--- config.mk ---
export PLATFORM = sky130hd
export DESIGN_NAME = wifi_frame_filter_ap_learning_unit_flat
export DESIGN_NICKNAME = d
export VERILOG_FILES = /design/src/hdl/wffap_pkg.sv /design/src/hdl/wffap_req_if.sv /design/src/hdl/wffap_rsp_if.sv /design/src/hdl/wffap_cell.sv /design/src/hdl/wifi_frame_filter_ap_learning_unit.sv /design/src/flat_wrapper.sv
export SDC_FILE = /design/constraint.sdc
export NUM_CORES = 2
export LEC_CHECK = 0
export ABC_AREA = 1
export BUFFER_PORTS_ARGS = -buffer_cell sky130_fd_sc_hd__buf_2
export CORE_AREA = 2 2 534 324
export DETAILED_ROUTE_END_ITERATION = 7
export DIE_AREA = 0 0 536 326
export GPL_ROUTABILITY_DRIVEN = 0
export HOLD_SLACK_MARGIN = 0.05
export MAX_ROUTING_LAYER = met4
export PLACE_DENSITY = 0.69
export SYNTH_ARGS = -nofsm -noshare
export SYNTH_HDL_FRONTEND = slang
export SYNTH_HIERARCHICAL = 1
export SYNTH_SLANG_ARGS = --single-unit
--- constraint.sdc ---
create_clock -name clock -period 12.7 [get_ports clock]
set_clock_uncertainty 0.15 [all_clocks]
set_input_delay 0.635 -clock clock [delete_from_list [all_inputs] [get_ports clock]]
set_output_delay 0.635 -clock clock [all_outputs]
set_load 0.005 [all_outputs]
--- src/hdl/wffap_pkg.sv ---
// Package with the shared widths, constants and types of the AP-learning frame filter.
package wffap_pkg;

   localparam int ADDR_W     = 48;
   localparam int TYPE_W     = 2;
   localparam int SUBTYPE_W  = 4;
   localparam int CSR_IDX_W  = 2;
   localparam int CSR_DATA_W = 32;

   localparam logic [TYPE_W-1:0]    BEACON_TYPE    = 2'd0;
   localparam logic [SUBTYPE_W-1:0] BEACON_SUBTYPE = 4'd8;

   localparam logic [CSR_IDX_W-1:0] CSR_DROP_KNOWN_AP  = 2'd0;
   localparam logic [CSR_IDX_W-1:0] CSR_TYPE_MASK_LOW  = 2'd1;
   localparam logic [CSR_IDX_W-1:0] CSR_TYPE_MASK_HIGH = 2'd2;

   localparam logic [CSR_DATA_W-1:0] TYPE_MASK_RESET = 32'hFFFF_FFFF;

   typedef logic [ADDR_W-1:0] addr_type;

   // Signals handed from one table cell to the next.
   typedef struct packed {
      logic hit;     // some earlier cell matched the key
      logic filled;  // this cell and all earlier cells hold an address
   } link_type;

   typedef enum logic {
      ST_IDLE,
      ST_MATCH
   } state_type;

endpackage

--- src/hdl/wffap_req_if.sv ---
// Request channel interface: one frame header per beat.
interface wffap_req_if;
   logic                                valid;
   logic                                ready;
   logic [wffap_pkg::TYPE_W-1:0]        frame_type;
   logic [wffap_pkg::SUBTYPE_W-1:0]     frame_subtype;
   logic [wffap_pkg::ADDR_W-1:0]        source_address;

   modport source (output valid, output frame_type, output frame_subtype,
                   output source_address, input ready);
   modport sink   (input valid, input frame_type, input frame_subtype,
                   input source_address, output ready);
endinterface

--- src/hdl/wffap_rsp_if.sv ---
// Response channel interface: one filter verdict per beat.
interface wffap_rsp_if;
   logic valid;
   logic ready;
   logic accept;
   logic known_source;
   logic learned;
   logic table_full;

   modport source (output valid, output accept, output known_source,
                   output learned, output table_full, input ready);
   modport sink   (input valid, input accept, input known_source,
                   input learned, input table_full, output ready);
endinterface

--- src/hdl/wffap_cell.sv ---
// One entry of the learned-address table, with its compare and fill logic.
module wffap_cell (
   input  logic                clock,
   input  logic                reset,
   input  wffap_pkg::addr_type key,
   input  logic                write_en,
   input  wffap_pkg::link_type link_in,
   output wffap_pkg::link_type link_out
);
   import wffap_pkg::*;

   addr_type entry_ff;
   logic     valid_ff;
   logic     claim;

   // The first empty cell after a run of filled ones takes a new address.
   assign claim = link_in.filled && !valid_ff;

   assign link_out.hit    = link_in.hit || (valid_ff && (entry_ff == key));
   assign link_out.filled = valid_ff;

   always_ff @(posedge clock) begin
      if (reset) begin
         valid_ff <= 1'b0;
      end else if (write_en && claim) begin
         valid_ff <= 1'b1;
      end
   end

   always_ff @(posedge clock) begin
      if (write_en && claim) begin
         entry_ff <= key;
      end
   end

endmodule

--- src/hdl/wifi_frame_filter_ap_learning_unit.sv ---
// Top level of the AP-learning frame filter: header register, table cell row and verdict logic.
//
// Each request beat carries one 802.11 header (type, subtype, source address)
// and yields exactly one response beat. The source is compared against a row of
// TABLE_DEPTH cells, each holding one learned access-point address; the hit
// signal ripples from cell to cell. A beacon (type 0, subtype 8) from an unknown
// source is written into the first empty cell; when every cell is filled the
// beacon is flagged table_full instead. With drop_known_ap set, frames from known
// sources and unknown beacons are rejected; all other frames are judged by the
// 64-bit type mask at bit type*16+subtype. The header is captured first; then, in the
// match state, the compare runs along the cell row, the table is updated and the
// response register is loaded. A new header is taken only once the match state is left,
// which stalls while the response register stays full. The response register lets the next
// header be captured while an earlier verdict still waits. The table resets
// empty at once through per-cell valid bits; no clearing pass is needed.
// Configuration writes are accepted in any cycle and take effect immediately.
module wifi_frame_filter_ap_learning_unit #(
   parameter int TABLE_DEPTH = 32
) (
   input  logic                                 clock,
   input  logic                                 reset,
   wffap_req_if.sink                            req,
   wffap_rsp_if.source                          rsp,
   input  logic                                 csr_write_enable,
   input  logic [wffap_pkg::CSR_IDX_W-1:0]      csr_index,
   input  logic [wffap_pkg::CSR_DATA_W-1:0]     csr_write_data
);
   import wffap_pkg::*;

   // Configuration registers.
   logic                  drop_known_ap_ff;
   logic [CSR_DATA_W-1:0] type_mask_low_ff;
   logic [CSR_DATA_W-1:0] type_mask_high_ff;

   always_ff @(posedge clock) begin
      if (reset) begin
         drop_known_ap_ff  <= 1'b0;
         type_mask_low_ff  <= TYPE_MASK_RESET;
         type_mask_high_ff <= TYPE_MASK_RESET;
      end else if (csr_write_enable) begin
         case (csr_index)
            CSR_DROP_KNOWN_AP:  drop_known_ap_ff  <= csr_write_data[0];
            CSR_TYPE_MASK_LOW:  type_mask_low_ff  <= csr_write_data;
            CSR_TYPE_MASK_HIGH: type_mask_high_ff <= csr_write_data;
            default: ;  // Writes beyond the register list are ignored.
         endcase
      end
   end

   // Control state machine.
   state_type state_ff;
   state_type state_in;
   logic      advance;
   logic      req_ready;

   always_comb begin
      state_in = state_ff;
      case (state_ff)
         ST_IDLE: begin
            if (req.valid) begin
               state_in = ST_MATCH;
            end
         end
         ST_MATCH: begin
            if (advance) begin
               state_in = ST_IDLE;
            end
         end
         default: state_in = ST_IDLE;
      endcase
   end

   always_comb begin
      req_ready = 1'b0;
      advance   = 1'b0;
      case (state_ff)
         ST_IDLE:  req_ready = 1'b1;
         // The verdict leaves the match stage only when the response register
         // is empty or is being emptied in this cycle.
         ST_MATCH: advance = !rsp.valid || rsp.ready;
         default: ;
      endcase
   end

   assign req.ready = req_ready;

   always_ff @(posedge clock) begin
      if (reset) begin
         state_ff <= ST_IDLE;
      end else begin
         state_ff <= state_in;
      end
   end

   // Captured header.
   logic [TYPE_W-1:0]    frame_type_ff;
   logic [SUBTYPE_W-1:0] frame_subtype_ff;
   addr_type             source_address_ff;

   always_ff @(posedge clock) begin
      if (req.valid && req_ready) begin
         frame_type_ff     <= req.frame_type;
         frame_subtype_ff  <= req.frame_subtype;
         source_address_ff <= req.source_address;
      end
   end

   // Row of table cells. Cell 0 sees no earlier hit and a filled predecessor,
   // so it is the first to take an address.
   link_type links [TABLE_DEPTH+1];
   logic     learn_write;

   assign links[0] = '{hit: 1'b0, filled: 1'b1};

   for (genvar i = 0; i < TABLE_DEPTH; i++) begin : g_cell
      wffap_cell u_cell (
         .clock    (clock),
         .reset    (reset),
         .key      (source_address_ff),
         .write_en (learn_write),
         .link_in  (links[i]),
         .link_out (links[i+1])
      );
   end

   // Verdict for the captured header.
   logic       known;
   logic       full;
   logic       beacon;
   logic       learn_try;
   logic       drop;
   logic [4:0] mask_pos;
   logic       mask_bit;
   logic       accept_in;

   assign known     = links[TABLE_DEPTH].hit;
   assign full      = links[TABLE_DEPTH].filled;
   assign beacon    = (frame_type_ff == BEACON_TYPE) && (frame_subtype_ff == BEACON_SUBTYPE);
   assign learn_try = !known && beacon;
   assign drop      = drop_known_ap_ff && (known || learn_try);

   // Types 0 and 1 index the low word, types 2 and 3 the high word.
   assign mask_pos  = {frame_type_ff[0], frame_subtype_ff};
   assign mask_bit  = frame_type_ff[1] ? type_mask_high_ff[mask_pos]
                                       : type_mask_low_ff[mask_pos];
   assign accept_in = !drop && mask_bit;

   assign learn_write = advance && learn_try && !full;

   // Response register.
   logic rsp_valid_ff;
   logic accept_ff;
   logic known_source_ff;
   logic learned_ff;
   logic table_full_ff;

   always_ff @(posedge clock) begin
      if (reset) begin
         rsp_valid_ff <= 1'b0;
      end else if (advance) begin
         rsp_valid_ff <= 1'b1;
      end else if (rsp.ready) begin
         rsp_valid_ff <= 1'b0;
      end
   end

   always_ff @(posedge clock) begin
      if (advance) begin
         accept_ff       <= accept_in;
         known_source_ff <= known;
         learned_ff      <= learn_try && !full;
         table_full_ff   <= learn_try && full;
      end
   end

   assign rsp.valid        = rsp_valid_ff;
   assign rsp.accept       = accept_ff;
   assign rsp.known_source = known_source_ff;
   assign rsp.learned      = learned_ff;
   assign rsp.table_full   = table_full_ff;

endmodule

--- src/flat_wrapper.sv ---
// flat-port wrapper written by rule: the top's interface ports become plain ports
module wifi_frame_filter_ap_learning_unit_flat import wffap_pkg::*;
#(
   parameter int TABLE_DEPTH = 32
)
  (clock, reset, csr_write_enable, csr_index, csr_write_data, req_valid, req_frame_type, req_frame_subtype, req_source_address, req_ready, rsp_valid, rsp_accept, rsp_known_source, rsp_learned, rsp_table_full, rsp_ready);
  wffap_req_if req_i ();
  wffap_rsp_if rsp_i ();
  input  logic clock;
  input  logic reset;
  input  logic csr_write_enable;
  input  logic [wffap_pkg::CSR_IDX_W-1:0] csr_index;
  input  logic [wffap_pkg::CSR_DATA_W-1:0] csr_write_data;
  input wire logic [$bits(req_i.valid)-1:0] req_valid;
  input wire logic [$bits(req_i.frame_type)-1:0] req_frame_type;
  input wire logic [$bits(req_i.frame_subtype)-1:0] req_frame_subtype;
  input wire logic [$bits(req_i.source_address)-1:0] req_source_address;
  output wire logic [$bits(req_i.ready)-1:0] req_ready;
  output wire logic [$bits(rsp_i.valid)-1:0] rsp_valid;
  output wire logic [$bits(rsp_i.accept)-1:0] rsp_accept;
  output wire logic [$bits(rsp_i.known_source)-1:0] rsp_known_source;
  output wire logic [$bits(rsp_i.learned)-1:0] rsp_learned;
  output wire logic [$bits(rsp_i.table_full)-1:0] rsp_table_full;
  input wire logic [$bits(rsp_i.ready)-1:0] rsp_ready;
  assign req_i.valid = req_valid;
  assign req_i.frame_type = req_frame_type;
  assign req_i.frame_subtype = req_frame_subtype;
  assign req_i.source_address = req_source_address;
  assign req_ready = req_i.ready;
  assign rsp_valid = rsp_i.valid;
  assign rsp_accept = rsp_i.accept;
  assign rsp_known_source = rsp_i.known_source;
  assign rsp_learned = rsp_i.learned;
  assign rsp_table_full = rsp_i.table_full;
  assign rsp_i.ready = rsp_ready;
  wifi_frame_filter_ap_learning_unit #(.TABLE_DEPTH(TABLE_DEPTH)) u_core (.clock(clock), .reset(reset), .req(req_i), .rsp(rsp_i), .csr_write_enable(csr_write_enable), .csr_index(csr_index), .csr_write_data(csr_write_data));
endmodule
# Yosys cells after proc, flatten, opt, wreduce, memory -nomap -nowiden
# Index checks and enable logic that the tools add are counted.
# totals
elab_cells	303
ff_bits	1693
input_bits	93
output_inout_bits	6
# classes
muxes	12
order_cmp	1
reduce_logical	178
eq_ne	35
bitwise	1
# ops
op	n
$eq 48x48->1	32
$logic_and 1x1->1	104
$logic_not 1->1	35
$logic_or 1x1->1	33
$bmux 1 s5	2
$mux 1	9
$lt 5x6->1 const B	1
$reduce_and 2->1	3
$eq 4x4->1 const B	1
$logic_not 2->1	2
$eq 2x1->1 const B	1
$eq 2x2->1 const B	1
$pmux 1 s2	1
$reduce_bool 2->1	1
$not 1->1	1

# Depth between registers and ports, before layout
# depth
depth_word	39
ltp_mapped	79
depth_no_buf	79

# By module
# Netlist, hierarchy kept.
# by_module_without_submodules
module	area_each_um2	n_inst	seq_area_each_um2	cells_per_inst
wffap_cell	2432.3	32	1461.4	291
wifi_frame_filter_ap_learning_unit	4918.5	1	3083.0	531

# Least setup slack after synthesis
# OpenSTA, ideal clock, no wires.
# synth_timing
path_kind	register to register
from	register u_core.source_address_ff[39]
to	register u_core.g_cell[0].u_cell.entry_ff[0], enable pin
synth_period_minus_slack_ns	9.200
t_required_ns	12.095
path_stages_with_launch	77
path_buffers	0
setup_slack_ns	3.500
arrival_ns	8.595
setup_ns	0.455
path_cell_list	edfxtp_1 > nand2_1 > nand2_1 > nor2_1 > nand2_1 > nor2_1 > nand2_1 > nor2_2 > nand2_1 > nand2_1 > inv_1 > nand2_1 > inv_1 > nand2_1 > inv_1 > nand2_1 > inv_1 > nand2_1 > (+41 left out) > nand2_1 > inv_1 > nand2_1 > inv_1 > nand2_1 > inv_1 > nand2_1 > inv_1 > nand2_1 > inv_1 > nand2_1 > inv_1 > nand2_1 > inv_1 > nand2_1 > nor3_1 > nand2_1 > nor2_1
# synth_lines
element	line_no	source
start, declared	wifi_frame_filter_ap_learning_unit.sv:98	addr_type source_address_ff;
start signal, assigned	wifi_frame_filter_ap_learning_unit.sv:104	source_address_ff <= req.source_address;
end signal, assigned	wffap_cell.sv:32	entry_ff <= key;
end, declared	wffap_cell.sv:12	addr_type entry_ff;

==> flow_metrics.env <==
export IMPL_status="completed"
export IMPL_postCtsSetupRepairBufs=0
export IMPL_holdPathStages=1
export IMPL_muxShareOfSynthArea=0
export IMPL_fillers=15000
export IMPL_yosys_top_cells_area="edfxtp_1, nand2_1, inv_1"
export IMPL_final_max_slew_violation_count=0
export IMPL_worstSetupPathDepth=72
export IMPL_endpoint_kind="flop"
export IMPL_syn_num_nets=9936
export IMPL_dr_pass1_iters=6
export IMPL_hold_ws_ns=0.0819
export IMPL_cts_tree="built"
export IMPL_wire_per_inst_microns=19.1
export IMPL_numClockSinks=1693
export IMPL_ioPinCount=99
export IMPL_clock_latency_ns=0.82
export IMPL_seq_area_frac_synth=0.602
export IMPL_dp_slack_ns=3.81
export IMPL_die_x_microns=536
export IMPL_p_per_area_nw_per_um2=128
export IMPL_p_leak_nw=45.0
export IMPL_synth_cell_type_count=29
export IMPL_slew_headroom=0.228
export IMPL_yosysTopAreaCell="edfxtp_1"
export IMPL_port_buffers=98
export IMPL_cp_top_family="buffers and inverters"
export IMPL_area_growth_pct=12.7
export IMPL_die_h_microns=326
export IMPL_yosys_register_bits=1693
export IMPL_vdd_drop_max_v=0.000133
export IMPL_clk_pin_slew_ns=0.07
export IMPL_max_cap_viol_count=0
export IMPL_synth_top_family_by_area="simple AND/OR/NAND/NOR gates"
export IMPL_fp_dieArea_sq_um=175000
export IMPL_setup_tns_ns=0
export IMPL_hold_class="input port to flop"
export IMPL_synth_top_area_frac=0.578
export IMPL_fin_nets=10400
export IMPL_worstSetupStartpoint="u_core/source_address_ff[11]"
export IMPL_grt_pass1_vias=58200
export IMPL_rsz0062_at_grt="no"
export IMPL_reg2reg_slack_ns=3.51
export IMPL_netlist_instances=9843
export IMPL_drc=0
export IMPL_layout_commonest_cell="nand2_1"
export IMPL_route_final_wire_length_microns=243000
export IMPL_start_util=0.485
export IMPL_grt_pass1_wl_microns=362000
export IMPL_antenna_found_initial=12
export IMPL_r2r_start="u_core/source_address_ff[11]"
export IMPL_r2r_worst_path_cells=72
export IMPL_postRouteAntennaNets=0
export IMPL_grt_ovfl_total=0
export IMPL_max_stage_delay_ns=0.70
export IMPL_core_sq_um=171000
export IMPL_hpwl_microns=153000
export IMPL_vias=63400
export IMPL_cts_buffers=158
export IMPL_timing_final_crit_period_ns=9.19
export IMPL_final_hold_violation_count=0
export IMPL_setup_worst_path_end="u_core/g_cell[4].u_cell/entry_ff[17]"
export IMPL_yosys_area_share_simple=0.243
export IMPL_synth_fa_ha_area_frac=0
export IMPL_root_buffer="clkbuf_16"
export IMPL_setup_ws_ns=3.51
export IMPL_crit_buf_inv=33
export IMPL_max_clock_freq_ghz=0.109
export IMPL_first_iter_violations=9227
export IMPL_finalSetupViolations=0
export IMPL_h_tree_depth=4
export IMPL_tightestPinTransition_ns=1.16
export IMPL_critical_path_slowest_cell="nor2_4"
export IMPL_via_per_inst=5.00
export IMPL_cp_max_fo=49
export IMPL_final_cell_mix="nand2_1, inv_1, edfxtp_1"
export IMPL_grt_usage=0.284
export IMPL_timing_rr_end="u_core/g_cell[4].u_cell/entry_ff[17]"
export IMPL_drive_gt1_frac=0.0635
export IMPL_synthXorXnorAreaFrac=0.0237
export IMPL_synth_area_per_cell_sq_um=8.41
export IMPL_startpoint_type="flop"
export IMPL_synth_cell_area_sq_um=82800
export IMPL_period_share=0.724
export IMPL_clock_path_buffers=4
export IMPL_crit_arrival_ns=9.49
export IMPL_synth_compound_area_frac=0.0206
export IMPL_criticalPathCategory="flop to flop"
export IMPL_fp_row_count=118
export IMPL_critical_path_required_ns=12.99
export IMPL_grt_start_max_net_pins=97
export IMPL_ys_warn_count=6
export IMPL_crit_top_cell="nand2_1"
## per-stage QoR
step           cell area [sq um]   util  total power, mW  instances
6_report                   93300  0.547             11.9      12700
5_1_grt                    93300  0.547             12.2      12700
4_1_cts                    93300  0.547             11.9      12700
3_5_place_dp               87400  0.512             7.18      12300
3_3_place_gp               87400  0.512             7.15      12300
2_1_floorplan              82800      -             6.81       9843
## metal layers
metal / vias up / GRT usage / share of wire
met4: 0 / 0.0684 / 0.027
met5: - / - / 0
met2: 3310 / 0.395 / 0.41
li1: 30500 / - / -
met3: 365 / 0.0531 / 0.13
met1: 29300 / 0.428 / 0.44
## area by class of cell
class / instances / area (sq um) / area share
clock buffer: 205 / 4310 / 0.0462
clock inverter: 70 / 704 / 0.00755
multi-input combinational: 5771 / 24000 / 0.258
sequential: 1693 / 49800 / 0.534
antenna: 3 / 7.51 / 0.0000805
inverter: 2319 / 8710 / 0.0934
tap: 2280 / 2850 / 0.0306
timing repair buffer: 352 / 2820 / 0.0302
## cell families after synthesis
| kind of cell | Yosys count |
|---|---|
| xor+xnor | 224 |
| flops | 1693 |
| simple gates | 5242 |
| buf+inv | 2379 |
| other cells | 2 |
| compound gates | 303 |
## state kept, by name, summed over array words and instances (netlist names)
register / cells
u_core/type_mask_low_ff: 32
u_core/rsp.accept: 1
u_core/g_cell.u_cell/entry_ff: 1536
u_core/drop_known_ap_ff: 1
u_core/rsp.learned: 1
u_core/type_mask_high_ff: 32
u_core/frame_type_ff: 2
u_core/rsp.valid: 1
u_core/rsp.table_full: 1
u_core/state_ff: 1
u_core/g_cell.u_cell/valid_ff: 32
u_core/frame_subtype_ff: 4
u_core/source_address_ff: 48
u_core/rsp.known_source: 1
## synthesized netlist by cell type
cell      number
dfxtp_1       99
a31oi_1        1
or2_2          1
nor3_1         3
clkbuf_1       9
inv_2         69
o21ai_0       73
o211ai_1      27
inv_1       2248
nor2_1      1038
buf_6          5
o22ai_1       96
xnor2_1      192
a211oi_1       1
conb_1         2
nor3_2         1
inv_4          2
nor4_1         1
buf_2          8
nor3_4         1
a21oi_1        6
nand2_1     4038
nand3_2       32
nor2_2        32
nand3_1       95
o21ai_1       99
buf_4         38
edfxtp_1    1594
xor2_1        32
## where the power goes
part / switching [mW] / internal [mW]
logic: 0.698 / 0.249
registers: 0.0269 / 6.13
clock network: 2.11 / 2.68
total: 2.84 / 9.06
## repair_timing
action | 4_1_cts | 5_1_grt
hold buffers | 86 | 1
hold endpoints to repair | 116 | 1
gates resized for setup | 0 | 0
## how the worst min path moves through the flow
stage / startpoint / endpoint / slack (ns)
floorplan: u_core/type_mask_high_ff[14] / u_core/type_mask_high_ff[14] / 0.27
global placement: u_core/type_mask_high_ff[21] / u_core/type_mask_high_ff[21] / 0.28
detailed placement: u_core/type_mask_high_ff[19] / u_core/type_mask_high_ff[19] / 0.29
CTS: req_source_address[20] / u_core/source_address_ff[20] / 0.05
global route: req_source_address[20] / u_core/source_address_ff[20] / 0.05
finish: req_source_address[20] / u_core/source_address_ff[20] / 0.08
Power figures use the tool's default switching activity.
